<file path="src/sv/cwel_pkg.sv">
// ----------------------------------------------------------------------------
// cwel_pkg
// Shared types, codes and reset constants of the click wheel event latch.
// ----------------------------------------------------------------------------
package cwel_pkg;

  // Default geometry of the wheel status word
  localparam int POSITIONS_PER_TURN_DEF = 96;
  localparam int POSITION_SHIFT_DEF     = 16;
  localparam int TOUCH_BIT_DEF          = 30;
  localparam int BUTTON_BASE_BIT_DEF    = 8;

  localparam int POS_W    = 7;
  localparam int BTN_W    = 5;
  localparam int DELTA_W  = 8;
  localparam int SENS_W   = 6;
  localparam int CFG_W    = 32;
  localparam int CFG_IDX_W = 2;

  localparam logic signed [DELTA_W-1:0] DELTA_MAX = 8'sd127;
  localparam logic signed [DELTA_W-1:0] DELTA_MIN = -8'sd127;

  localparam logic [CFG_W-1:0]  HEADER_MASK_RST  = 32'h8000_00FF;
  localparam logic [CFG_W-1:0]  HEADER_VALUE_RST = 32'h8000_001A;
  localparam logic [SENS_W-1:0] SENSITIVITY_RST  = 6'd4;

  typedef enum logic {
    OP_TICK  = 1'b0,
    OP_DRAIN = 1'b1
  } cwel_op_t;

  typedef enum logic [CFG_IDX_W-1:0] {
    CFG_HEADER_MASK  = 2'd0,
    CFG_HEADER_VALUE = 2'd1,
    CFG_SENSITIVITY  = 2'd2,
    CFG_UNUSED       = 2'd3
  } cwel_cfg_idx_t;

  typedef struct packed {
    logic [CFG_W-1:0]  header_mask;
    logic [CFG_W-1:0]  header_value;
    logic [SENS_W-1:0] sensitivity;
  } cwel_cfg_t;

  typedef struct packed {
    logic                      armed;
    logic [POS_W-1:0]          position_reference;
    logic                      position_seeded;
    logic [BTN_W-1:0]          previous_buttons;
    logic                      previous_hold;
    logic [BTN_W-1:0]          pending_down_edges;
    logic signed [DELTA_W-1:0] delta_accumulator;
    logic                      last_touched;
    logic                      hold_edge_pending;
    logic                      reported_hold;
    logic                      bringup_pending;
    logic [BTN_W-1:0]          held_buttons;
  } cwel_state_t;

  typedef struct packed {
    logic                      event_valid;
    logic [BTN_W-1:0]          buttons;
    logic signed [DELTA_W-1:0] wheel_motion;
    logic                      touched;
    logic                      hold;
    logic                      bringup_request;
    logic [BTN_W-1:0]          live_buttons;
  } cwel_result_t;

endpackage

</file>
<file path="src/sv/click_wheel_event_latch.sv">
// ----------------------------------------------------------------------------
// click_wheel_event_latch
// Each input transfer's result is loaded into the output register. Throughput: one
//   item per cycle unless m_tready stalls a waiting result; the state registers update
//   in the accepting cycle, so the next item sees them at once, and the output register
//   refills as it drains. Reset: synchronous, active high; all latch state clears,
//   registers take their documented reset values and the output register empties.
// ----------------------------------------------------------------------------
module click_wheel_event_latch
  import cwel_pkg::*;
#(
  parameter int POSITIONS_PER_TURN = POSITIONS_PER_TURN_DEF,
  parameter int POSITION_SHIFT     = POSITION_SHIFT_DEF,
  parameter int TOUCH_BIT          = TOUCH_BIT_DEF,
  parameter int BUTTON_BASE_BIT    = BUTTON_BASE_BIT_DEF
) (
  input  logic                 clk,
  input  logic                 rst,
  // configuration write port
  input  logic                 cfg_we,
  input  logic [CFG_IDX_W-1:0] cfg_index,
  input  logic [CFG_W-1:0]     cfg_data,
  // input stream
  input  logic                 s_tvalid,
  output logic                 s_tready,
  input  logic [39:0]          s_tdata,   // [31:0] status_word, [32] hold_pin, [39:33] zero
  input  logic                 s_tuser,   // [0] op
  // result stream
  output logic                 m_tvalid,
  input  logic                 m_tready,
  output logic [23:0]          m_tdata,   // [4:0] buttons, [12:5] wheel_motion, [13] touched,
                                          // [14] hold, [15] bringup_request,
                                          // [20:16] live_buttons, [23:21] zero
  output logic                 m_tuser    // [0] event_valid
);

  cwel_cfg_t    cfg;
  cwel_state_t  state;
  cwel_state_t  state_next;
  cwel_result_t result;
  cwel_result_t out_reg;
  cwel_op_t     op;
  logic         s_xfer;

  assign op     = cwel_op_t'(s_tuser);
  // Take a new item whenever the output register is empty or is being emptied
  assign s_tready = ~m_tvalid | m_tready;
  assign s_xfer   = s_tvalid & s_tready;

  // Configuration registers; writes to the spare index are dropped
  always_ff @(posedge clk) begin
    if (rst) begin
      cfg.header_mask  <= HEADER_MASK_RST;
      cfg.header_value <= HEADER_VALUE_RST;
      cfg.sensitivity  <= SENSITIVITY_RST;
    end else if (cfg_we) begin
      unique case (cwel_cfg_idx_t'(cfg_index))
        CFG_HEADER_MASK:  cfg.header_mask  <= cfg_data;
        CFG_HEADER_VALUE: cfg.header_value <= cfg_data;
        CFG_SENSITIVITY:  cfg.sensitivity  <= cfg_data[SENS_W-1:0];
        CFG_UNUSED: ;
        default: ;
      endcase
    end
  end

  // Decode the item against the current latch state in a single pass
  cwel_step #(
    .POSITIONS_PER_TURN (POSITIONS_PER_TURN),
    .POSITION_SHIFT     (POSITION_SHIFT),
    .TOUCH_BIT          (TOUCH_BIT),
    .BUTTON_BASE_BIT    (BUTTON_BASE_BIT)
  ) u_step (
    .cfg         (cfg),
    .state       (state),
    .op          (op),
    .status_word (s_tdata[31:0]),
    .hold_pin    (s_tdata[32]),
    .state_next  (state_next),
    .result      (result)
  );

  // Latch state: advance only on an input transfer
  always_ff @(posedge clk) begin
    if (rst) begin
      state <= '0;
    end else if (s_xfer) begin
      state <= state_next;
    end
  end

  // Output register: load on transfer, drop the valid flag once taken
  always_ff @(posedge clk) begin
    if (rst) begin
      m_tvalid <= 1'b0;
    end else if (s_xfer) begin
      m_tvalid <= 1'b1;
    end else if (m_tready) begin
      m_tvalid <= 1'b0;
    end
  end

  always_ff @(posedge clk) begin
    if (s_xfer) begin
      out_reg <= result;
    end
  end

  assign m_tuser = out_reg.event_valid;
  assign m_tdata = {3'b000, out_reg.live_buttons, out_reg.bringup_request, out_reg.hold,
                    out_reg.touched, out_reg.wheel_motion, out_reg.buttons};

  // A tick never reports an event
  a_tick_no_event: assert property (@(posedge clk) disable iff (rst)
    (s_xfer && op == OP_TICK) |=> (m_tvalid && !m_tuser))
    else $error("tick produced an event");

  // A drain leaves nothing latched behind
  a_drain_clears: assert property (@(posedge clk) disable iff (rst)
    (s_xfer && op == OP_DRAIN) |=> (state.delta_accumulator == '0 &&
      state.pending_down_edges == '0 && !state.hold_edge_pending && !state.bringup_pending))
    else $error("drain left latched state");

  // The accumulator saturates symmetrically and never reaches the most negative code
  a_delta_range: assert property (@(posedge clk) disable iff (rst)
    state.delta_accumulator != 8'h80)
    else $error("wheel accumulator out of range");

  // Back-pressure only while a result is waiting
  a_ready_full: assert property (@(posedge clk) disable iff (rst)
    !s_tready |-> (m_tvalid && !m_tready))
    else $error("input stalled with no waiting result");

endmodule

</file>
<file path="src/sv/cwel_step.sv">
// ----------------------------------------------------------------------------
// cwel_step
// Next-state and result logic for one tick sample or drain.
// ----------------------------------------------------------------------------
module cwel_step
  import cwel_pkg::*;
#(
  parameter int POSITIONS_PER_TURN = POSITIONS_PER_TURN_DEF,
  parameter int POSITION_SHIFT     = POSITION_SHIFT_DEF,
  parameter int TOUCH_BIT          = TOUCH_BIT_DEF,
  parameter int BUTTON_BASE_BIT    = BUTTON_BASE_BIT_DEF
) (
  input  cwel_cfg_t    cfg,
  input  cwel_state_t  state,
  input  cwel_op_t     op,
  input  logic [31:0]  status_word,
  input  logic         hold_pin,
  output cwel_state_t  state_next,
  output cwel_result_t result
);

  localparam logic signed [9:0] TURN_S  = 10'(POSITIONS_PER_TURN);
  localparam logic signed [9:0] HALF_S  = 10'(POSITIONS_PER_TURN / 2);
  localparam logic [7:0]        POS_LIM = 8'(POSITIONS_PER_TURN);

  logic                   hold;
  logic [POS_W-1:0]       pos;
  logic                   touch;
  logic [BTN_W-1:0]       map;
  logic                   header_ok;
  logic                   pos_ok;
  logic [POS_W-1:0]       ref_eff;
  logic signed [9:0]      diff_raw;
  logic signed [9:0]      diff;
  logic signed [9:0]      thresh;
  logic                   step_fire;
  logic signed [9:0]      sum;
  logic signed [DELTA_W-1:0] sum_sat;

  assign hold      = ~hold_pin;
  assign pos       = status_word[POSITION_SHIFT +: POS_W];
  assign touch     = status_word[TOUCH_BIT];
  assign map       = status_word[BUTTON_BASE_BIT +: BTN_W];
  assign header_ok = (status_word & cfg.header_mask) == cfg.header_value;
  assign pos_ok    = {1'b0, pos} < POS_LIM;
  assign ref_eff   = state.position_seeded ? state.position_reference : pos;
  assign diff_raw  = $signed({3'b000, pos}) - $signed({3'b000, ref_eff});
  assign thresh    = $signed({4'b0000, cfg.sensitivity});

  // wrap into (-half, +half]
  always_comb begin
    if (diff_raw > HALF_S) begin
      diff = diff_raw - TURN_S;
    end else if (diff_raw <= -HALF_S) begin
      diff = diff_raw + TURN_S;
    end else begin
      diff = diff_raw;
    end
  end

  assign step_fire = (diff >= thresh) || (diff <= -thresh);
  assign sum = $signed({{2{state.delta_accumulator[DELTA_W-1]}}, state.delta_accumulator})
             + diff;

  always_comb begin
    if (sum > 10'sd127) begin
      sum_sat = DELTA_MAX;
    end else if (sum < -10'sd127) begin
      sum_sat = DELTA_MIN;
    end else begin
      sum_sat = sum[DELTA_W-1:0];
    end
  end

  always_comb begin
    state_next = state;
    result     = '0;
    unique case (op)
      OP_DRAIN: begin
        result.bringup_request = state.bringup_pending;
        if (state.hold_edge_pending) begin
          result.event_valid = 1'b1;
          result.hold        = state.reported_hold;
        end else if (state.pending_down_edges != '0 || state.delta_accumulator != '0) begin
          result.event_valid  = 1'b1;
          result.buttons      = state.pending_down_edges;
          result.wheel_motion = state.delta_accumulator;
          result.touched      = state.last_touched;
        end
        state_next.bringup_pending    = 1'b0;
        state_next.hold_edge_pending  = 1'b0;
        state_next.pending_down_edges = '0;
        state_next.delta_accumulator  = '0;
      end
      OP_TICK: begin
        priority if (!state.armed || hold != state.previous_hold) begin
          state_next.previous_hold      = hold;
          state_next.reported_hold      = hold;
          state_next.hold_edge_pending  = state.armed;
          state_next.bringup_pending    = state.armed & ~hold;
          state_next.armed              = 1'b1;
          state_next.position_seeded    = 1'b0;
          state_next.previous_buttons   = '0;
          state_next.pending_down_edges = '0;
          state_next.delta_accumulator  = '0;
          state_next.last_touched       = 1'b0;
          state_next.held_buttons       = '0;
        end else if (!hold && !state.bringup_pending && header_ok && pos_ok) begin
          if (touch) begin
            state_next.position_seeded    = 1'b1;
            state_next.position_reference = step_fire ? pos : ref_eff;
            if (step_fire && diff != '0) begin
              state_next.delta_accumulator = sum_sat;
            end
          end else begin
            state_next.position_seeded = 1'b0;
          end
          state_next.pending_down_edges = state.pending_down_edges | (map & ~state.previous_buttons);
          state_next.previous_buttons   = map;
          state_next.held_buttons       = map;
          state_next.last_touched       = touch;
        end else begin
          // held, bring-up pending or dropped sample: keep state
          state_next = state;
        end
      end
      default: begin
        state_next = state;
      end
    endcase
    result.live_buttons = state_next.held_buttons;
  end

endmodule

</file>
<file path="config.mk">
export PLATFORM = sky130hd
export DESIGN_NAME = click_wheel_event_latch
export DESIGN_NICKNAME = d
export VERILOG_FILES = /design/src/sv/cwel_pkg.sv /design/src/sv/click_wheel_event_latch.sv /design/src/sv/cwel_step.sv
export SDC_FILE = /design/constraint.sdc
export NUM_CORES = 1
export LEC_CHECK = 0
export ABC_AREA = 1
export BUFFER_PORTS_ARGS = -buffer_cell sky130_fd_sc_hd__buf_2
export CAP_MARGIN = 15
export CORE_MARGIN = 4
export CORE_UTILIZATION = 45
export CTS_CLUSTER_DIAMETER = 200
export CTS_CLUSTER_SIZE = 40
export DETAILED_ROUTE_END_ITERATION = 10
export PLACE_DENSITY = 0.74
export SLEW_MARGIN = 10
export SYNTH_ARGS = -nofsm -noshare
export SYNTH_HDL_FRONTEND = slang
export SYNTH_SLANG_ARGS = --single-unit
</file>
<file path="constraint.sdc">
create_clock -name clk -period 6.47 [get_ports clk]
set_input_delay 1.294 -clock clk [delete_from_list [all_inputs] [get_ports clk]]
set_output_delay 1.294 -clock clk [all_outputs]
set_load 0.05 [all_outputs]
</file>
==> impl_metrics.toml, run 1 <==
[run_status]
status = "finished clean"

[global_route]
grt_max_degree = 71
grt_pass1_wl_um = 30260
grt_overflow = 0
grt.total_usage = 0.2039
first_global_vias = 6563
antenna_found_initial = 2

[clocking]
htreeDepth = 4
cts_root_buf = "clkbuf_16"
postCtsHoldBufs = 0
clkTransAtPathRegs_ns = 0.06
cts_tree = "yes"
clk-insertion-delay-late_ns = 0.42
post-cts-setup-buffers = 0
clock_path_buffers = 2
cts_resized = 0
numCtsBuffers = 17
clock_sinks = 128

[power]
p_leak_nw = 3.977
power-per-cell-area_nw_per_um2 = 273.4
peakVddDrop_uv = 231.5

[timing]
whs_ns = 0.4589
fmax_mhz = 191.6
final.setup_skew_ns = 0.01335
relSlewSlack = 0.3717
setup_viol = 0
hold_violations = 0
fin_crit_sh = 0.8067
fin_tns_setup_ns = 0
worstMarginPinSlew_ns = 0.9367
rsz0062_at_grt = "no"
fin_crit_ns = 5.219
drv_slew = 0

[routing]
wl_um = 18330
drc = 0
dr.pass1.iters = 7
drt_iter0_markers = 387
vias_per_cell = 5.066
vias = 6798
wl_per_cell_um = 13.66
postRouteAntennaNets = 0

[placed_design]
hpwl_um = 13520
io_buffers = 96
gp_congestion = 0.8672

[yosys]
synth_cell_types = 49
synth_edf_count = 22
syn_area_per_cell_um2 = 7.195
ys.flop_type = "dfxtp_1"
synth-seq-area-share = 0.3788
yosys.area.top_type = "dfxtp_1"
async_flop_share = 0
synth_area_um2 = 7346
synth_cells = 1021
synth_seq_cells = 128
synth_warnings = 0
synthTopCellsByArea = "dfxtp_1, nand2_1, edfxtp_1"
yosysTopAreaCellShare = 0.2889

[die]
core-area_um2 = 15940
fp.dieW_um = 135.8
num_io_pins = 107
start_util = 0.4608
die_area_um2 = 18430
rows = 46
die_h_um = 135.8

[setup_path]
reg2reg_to = "state[9]"
crit_fanout = 11
cp.required_ns = 6.82
cp-end-kind = "flop"
worst_ep_arrival_time_ns = 5.57
endpoint = "state[9]"
rr_worst_depth = 31
cp_slowest_cell = "fa_1"
reg2reg_from = "state[28]"
cp-start-kind = "primary input"
rrSetupSlack_ns = 1.55
slowest_delay_ns = 0.52
worstSetupStartpoint = "s_tdata[17]"
critPathMostFrequentCell = "nand2_1"
path_class = "primary input to flop"

[finish]
diodes = 0
nets = 1231
layout-drive-gt1-share = 0.1758
fill_cells = 1550
area_delta_synth_final_pct = 17.34

[job]
maxCapViolCount = 0

[hold_path]
min_path_type = "flop to flop"
-- stage by stage --
step                cell area [um^2]  utilization  power (mW)  instances  setup WS (ns)
floorplan                       7353            -       1.274       1023          1.899
global placement                8004       0.5020       1.382       1310         0.9218
detailed placement              8004       0.5020       1.392       1310         0.8394
CTS                             8620       0.5407       2.371       1342          1.262
global route                    8620       0.5407       2.484       1342         0.8099
finish                          8620       0.5407       2.357       1342          1.251
-- cells in the mapped netlist (2+ instances only) --
master      n
a211oi_1    3
a21oi_1    65
a21oi_2     6
and2_1      3
buf_4       3
clkbuf_1   24
clkinv_1    3
dfxtp_1   106
edfxtp_1   22
fa_1        2
ha_1       36
inv_1     118
inv_2       6
nand2_1   209
nand2_2    20
nand2_4     4
nand3_1    54
nand3_2    10
nand3b_1    7
nand4_1    22
nor2_1    129
nor2_2      4
nor2_4      2
nor3_1     18
nor4_1      7
o211ai_1    5
o21ai_0    84
o21ai_2     2
o22ai_1     2
or2_2       5
or3_1       2
xnor2_1    12
xor2_1     10
-- flip-flops by register name (all words and copies together), names as in the netlist --
signal and count:
m_tuser 1, state 35, cfg 70, m_tvalid 1, m_tdata 21
-- placed cells by master (no fill, tap or decap), types with 6 or more instances in the layout --
| master | n |
|---|---|
| a21oi_1 | 65 |
| a21oi_2 | 6 |
| buf_2 | 96 |
| clkbuf_16 | 18 |
| dfxtp_1 | 106 |
| edfxtp_1 | 22 |
| ha_1 | 36 |
| inv_1 | 117 |
| inv_2 | 6 |
| nand2_1 | 209 |
| nand2_2 | 20 |
| nand3_1 | 54 |
| nand3_2 | 10 |
| nand3b_1 | 7 |
| nand4_1 | 22 |
| nor2_1 | 129 |
| nor3_1 | 16 |
| nor4_1 | 7 |
| o21ai_0 | 84 |
| xnor2_1 | 12 |
| xor2_1 | 10 |
-- cell type report --
cell class | instances | area, um^2 | share of cell area
Clock buffer | 21 | 491.7 | 0.05705
Inverter | 127 | 476.7 | 0.05531
Sequential cell | 128 | 2783 | 0.3228
Tap cell | 216 | 270.3 | 0.03135
Timing Repair Buffer | 101 | 518.0 | 0.06010
Multi-Input combinational cell | 738 | 3956 | 0.4590
Clock inverter | 11 | 123.9 | 0.01437
-- power by group --
group	total, mW	internal (mW)	switching, mW
Sequential	0.858	0.843	0.0155
Clock	0.980	0.622	0.358
Combinational	0.518	0.171	0.348
Total	2.36	1.64	0.721
-- critical path, delay by kind of cell --
| kind | cells | cell delay (ns) |
|---|---|---|
| AND/OR/NAND/NOR | 18 | 2.12 |
| AO/OA/AOI/OAI | 4 | 0.73 |
| buffers and inverters | 4 | 0.41 |
| adder cells (fa/ha/maj) | 2 | 0.85 |
| XOR/XNOR | 1 | 0.16 |
-- how the worst min path moves through the flow --
stage                          from        end  slack [ns]  cells past startpoint
final                     state[23]  state[23]        0.46                      2
after global routing        cfg[42]    cfg[42]        0.48                      2
after CTS                 state[23]  state[23]        0.46                      2
after detailed placement    cfg[42]    cfg[42]        0.45                      2
after global placement      cfg[42]    cfg[42]        0.44                      2
after floorplan             cfg[38]    cfg[38]        0.43                      2
-- layer usage --
layer | GRT usage | share of wire | up-vias
met3 | 0.04346 | 0.052 | 40
met1 | 0.2566 | 0.45 | 3069
li1 | - | - | 3525
met5 | 0 | 0.00082 | -
met4 | 0.07447 | 0.025 | 4
met2 | 0.3449 | 0.47 | 160
-- cell families (layout without fill, tap and decap cells) --
kind of cell / after synthesis / count (layout) / synth area share
AO/OA/AOI/OAI: 175 / 175 / 0.1298
XOR/XNOR: 22 / 22 / 0.02623
AND/OR/NAND/NOR: 500 / 500 / 0.3129
adder cells (fa/ha/maj): 38 / 38 / 0.06677
flip-flops: 128 / 128 / 0.3788
other: 1 / 3 / 0.0005105
buffers and inverters: 157 / 260 / 0.08499
Power figures use the tool's default switching activity.
==> inputs of run 2 (changes only) <==
--- a/config.mk
+++ b/config.mk
@@ -13,7 +13,7 @@
 export CTS_CLUSTER_DIAMETER = 200
 export CTS_CLUSTER_SIZE = 40
 export DETAILED_ROUTE_END_ITERATION = 10
-export PLACE_DENSITY = 0.74
+export PLACE_DENSITY = 0.77
 export SLEW_MARGIN = 10
 export SYNTH_ARGS = -nofsm -noshare
 export SYNTH_HDL_FRONTEND = slang
==> constraint.sdc (replaced) <==
create_clock -name clk -period 4.3 [get_ports clk]
set_input_delay 0.86 -clock clk [delete_from_list [all_inputs] [get_ports clk]]
set_output_delay 0.86 -clock clk [all_outputs]
set_load 0.05 [all_outputs]
==> impl_metrics.toml, run 2 (synthesis gave the netlist of run 1 again) <==
[hold_path]
min_path_type = "flop to flop"

[power]
peakVddDrop_uv = 370.7
p_total_mw = 3.661
power-per-cell-area_nw_per_um2 = 400.7
p_leak_nw = 4.240

[setup_path]
cp-end-kind = "flop"
cp_slowest_cell = "ha_2"
path_class = "flop to flop"
crit_fanout = 13
slowest_delay_ns = 0.36
cp-start-kind = "flop"
critPathMostFrequentCell = "nand2_1"
worst_ep_arrival_time_ns = 4.47
cp.required_ns = 4.65

[clocking]
numCtsBuffers = 17
clock_sinks = 128
postCtsHoldBufs = 0
clock_path_buffers = 2
clk-insertion-delay-late_ns = 0.42
htreeDepth = 4
cts_root_buf = "clkbuf_16"
cts_tree = "yes"
clkTransAtPathRegs_ns = 0.05

[finish]
largest_reg_flops = 70
final_cell_mix = "nand2_1, nor2_1, inv_1, dfxtp_1, buf_2"
top_register = "cfg"
area_delta_synth_final_pct = 24.37
post-route-util = 0.5731
layout-drive-gt1-share = 0.2333
multi_input_area_um2 = 4061
nets = 1288
diodes = 0
ff_latch_area_um2 = 2784
final_common_cell = "nand2_1"
fill_cells = 1460

[die]
num_io_pins = 107
die_h_um = 135.8
rows = 46
core-area_um2 = 15940
start_util = 0.4608
fp.dieW_um = 135.8
die_area_um2 = 18430

[routing]
drt_iter0_markers = 446
vias_per_cell = 5.112
wl_um = 19000
wl_per_cell_um = 13.58
drc = 0
dr.pass1.iters = 5
vias = 7152
postRouteAntennaNets = 0

[timing]
drv_slew = 0
hold_violations = 0
layout_setup_ws_ns = 0.1791
whs_ns = 0.4568
fmax_mhz = 242.7
final.setup_skew_ns = 0.006212
fin_crit_ns = 4.121
fin_crit_sh = 0.9584
worstMarginPinSlew_ns = 1.152
relSlewSlack = 0.2314
setup_viol = 0
fin_tns_setup_ns = 0

[global_route]
first_global_vias = 6646
grt_max_degree = 35
grt.total_usage = 0.2072
grt_overflow = 0
grt_pass1_wl_um = 30730
antenna_found_initial = 0

[placed_design]
gp_congestion = 0.8780
io_buffers = 96
place_ws_ns = -0.3339
hpwl_um = 14260

[job]
maxCapViolCount = 0

[run_status]
status = "finished clean"
[run 2: metrics by stage]
stage | instance area, um^2 | cells
final | 9136 | 1399
after global routing | 9136 | 1399
after CTS | 8982 | 1394
after detailed placement | 8394 | 1362
after global placement | 8394 | 1362
after floorplan | 7353 | 1023
[run 2: power by group]
group	total (mW)	internal (mW)	switching, mW
Clock	1.40	0.888	0.516
Sequential	1.29	1.27	0.0232
Combinational	0.965	0.384	0.581
Total	3.66	2.54	1.12
[run 2: timing repair]
item | 4_1_cts | 5_1_grt
buffers inserted | 0 | 5
endpoints found under the setup margin | 0 | 15
resized for setup | 0 | 33
[run 2: final timing paths]
kind | start | endpoint | slack, ns | cells past startpoint
min | cfg[40] | cfg[40] | 0.46 | 2
min reg2reg | cfg[40] | cfg[40] | 0.46 | 2
max | state[28] | state[10] | 0.18 | 28
max reg2reg | state[28] | state[10] | 0.18 | 28
[run 2: metal layers]
| metal | GRT usage | share of wire |
|---|---|---|
| met5 | 0 | 0 |
| met3 | 0.04123 | 0.065 |
| met1 | 0.2635 | 0.43 |
| met2 | 0.3449 | 0.48 |
| met4 | 0.08455 | 0.030 |
[run 2: final cells by class]
cell class	instances	share of cell area
clock buffer	23	0.05588
tap	216	0.02958
inverter	127	0.05245
timing repair buffer	158	0.1044
clock inverter	9	0.008491
multi-input combinational	738	0.4445
sequential	128	0.3047
[run 2: critical path: cells and delay by family, from the launching register on]
family	cells	cell delay, ns
compound gates	2	0.37
buf+inv	4	0.42
fa+ha+maj	4	1.11
simple gates	18	1.80
flops	1	0.34
==> inputs of run 3 (changes only) <==
--- a/config.mk
+++ b/config.mk
@@ -13,6 +13,7 @@
 export CTS_CLUSTER_DIAMETER = 200
 export CTS_CLUSTER_SIZE = 40
 export DETAILED_ROUTE_END_ITERATION = 10
+export GPL_TIMING_DRIVEN = 0
 export PLACE_DENSITY = 0.77
 export SLEW_MARGIN = 10
 export SYNTH_ARGS = -nofsm -noshare
==> impl_metrics.toml, run 3 (synthesis gave the netlist of run 1 again) <==
[timing]
fmax_mhz = 243.4
drv_slew = 0
setup_viol = 0
worstMarginPinSlew_ns = 1.120
hold_violations = 0
relSlewSlack = 0.2473
fin_crit_sh = 0.9556
final.setup_skew_ns = 0.009168
fin_tns_setup_ns = 0
whs_ns = 0.4576
fin_crit_ns = 4.109

[clocking]
htreeDepth = 4
clkTransAtPathRegs_ns = 0.06
clk-insertion-delay-late_ns = 0.43
numCtsBuffers = 17
cts_tree = "yes"
clock_sinks = 128
clock_path_buffers = 2
cts_root_buf = "clkbuf_16"

[global_route]
grt_max_degree = 31
first_global_vias = 6641
grt.total_usage = 0.2192
grt_overflow = 0
grt_pass1_wl_um = 31860
antenna_found_initial = 0

[die]
rows = 46
start_util = 0.4608
fp.dieW_um = 135.8
die_h_um = 135.8
die_area_um2 = 18430
core-area_um2 = 15940
num_io_pins = 107

[setup_path]
cp-end-kind = "flop"
path_class = "primary input to flop"
cp.required_ns = 4.66
rrSetupSlack_ns = 0.20
worst_ep_arrival_time_ns = 4.47
cp-start-kind = "primary input"
reg2reg_from = "state[28]"
reg2reg_to = "state[10]"
crit_fanout = 9
rr_worst_depth = 27

[run_status]
status = "finished clean"

[routing]
dr.pass1.iters = 5
drc = 0
wl_um = 20190
vias_per_cell = 5.138
postRouteAntennaNets = 0
drt_iter0_markers = 533
wl_per_cell_um = 14.64
vias = 7085

[hold_path]
min_to = "cfg[38]"
min_path_type = "flop to flop"
holdPathStages = 2
hold_path.startpoint = "cfg[38]"

[power]
power-per-cell-area_nw_per_um2 = 419.8
p_sw_frac = 0.3015
p_switching_mw = 1.140
clkPwrFrac = 0.417
peakVddDrop_uv = 346.3
p_leak_nw = 4.118
p_total_mw = 3.782
power_frac_seq = 0.342
intPower_mw = 2.641
combPwrFrac = 0.241

[finish]
top_register = "cfg"
diodes = 0
fill_cells = 1458
layout-drive-gt1-share = 0.2046
area_delta_synth_final_pct = 22.62
largest_reg_flops = 70
nets = 1268
final_cell_mix = "nand2_1, nor2_1, inv_1, dfxtp_1, buf_2"
post-route-util = 0.5650
final_common_cell = "nand2_1"

[placed_design]
hpwl_um = 14960
io_buffers = 96
gp_congestion = 0.9457

[job]
maxCapViolCount = 0
==> run 3: cell types whose count changed in the layout (fill, tap and decap cells not counted), sizes merged <==
| cell | delta |
|---|---|
| bufinv | +2 |
| buf | -46 |
| clkinv | -5 |
| dlygate4sd3 | +1 |
| clkbuf | +27 |
| clkinvlp | -3 |
| inv | +4 |
==> run 3: final cells by class <==
type                       count  area, um^2  share of cell area
buffer                        30       155.1             0.01722
clock buffer                  25       536.8             0.05959
clock inverter                 7       116.4             0.01292
inverter                     127       476.7             0.05292
multi-input combinational    738        4080              0.4530
sequential                   128        2784              0.3091
tap                          216       270.3             0.03000
timing repair buffer         108       588.1             0.06529
==> run 3: worst max path at each step <==
stage,from,cells after the start,to,slack [ns]
finish,s_tdata[16],25,state[10],0.19
global placement,s_tdata[17],30,state[10],-0.60
detailed placement,s_tdata[17],29,state[30],-0.65
global route,s_tdata[16],28,state[10],-0.05
CTS,state[28],29,state[30],0.004
floorplan,s_tdata[16],31,state[10],0.16
==> run 3: metrics by stage <==
| step | worst slack (ns) | cell area (um^2) | std cells |
|---|---|---|---|
| 2_1_floorplan | 0.1635 | 7353 | 1023 |
| 3_3_place_gp | -0.5985 | 8104 | 1335 |
| 3_5_place_dp | -0.6522 | 8104 | 1335 |
| 4_1_cts | 0.004382 | 8776 | 1368 |
| 5_1_grt | -0.05461 | 9007 | 1379 |
| 6_report | 0.1911 | 9007 | 1379 |
==> run 3: power groups by stage <==
stage                     combinational (mW)  sequential, mW  clock [mW]
after global placement                 0.787            1.31           0
after floorplan                        0.565            1.35           0
after CTS                              0.812            1.29        1.59
after detailed placement               0.803            1.32           0
after global routing                    1.02            1.30        1.64
final                                  0.913            1.29        1.58
==> run 3: routing by layer <==
metal | up-vias | part of all wire | global-route usage
li1 | 3608 | - | -
met1 | 3191 | 0.43 | 0.2703
met2 | 251 | 0.48 | 0.3767
met3 | 35 | 0.071 | 0.05089
met4 | 0 | 0.022 | 0.07503
met5 | - | 0 | 0
==> run 3: critical path, stage by stage <==
cell     delay [ns]
buf_2          0.14
o21ai_0        0.09
inv_1          0.09
ha_2           0.18
inv_2          0.04
fa_2           0.36
nand2_1        0.13
nand4_1        0.16
buf_4          0.17
nand3_2        0.12
o21ai_2        0.10
a21oi_2        0.12
xor2_1         0.18
inv_2          0.11
ha_4           0.29
nand4_1        0.12
o221a_2        0.28
a31oi_1        0.19
nor2_2         0.08
nand3_4        0.14
buf_8          0.15
nand2_8        0.07
nor2_4         0.13
nand3_2        0.09
a21oi_2        0.10
==> run 3: what timing repair did <==
item / CTS / global route
resized for setup: 6 / 40
pin swaps: 1 / 18
gates cloned: 0 / 1
buffers inserted: 1 / 10
endpoints found under the setup margin: 15 / 15
hold buffers: 0 / 0
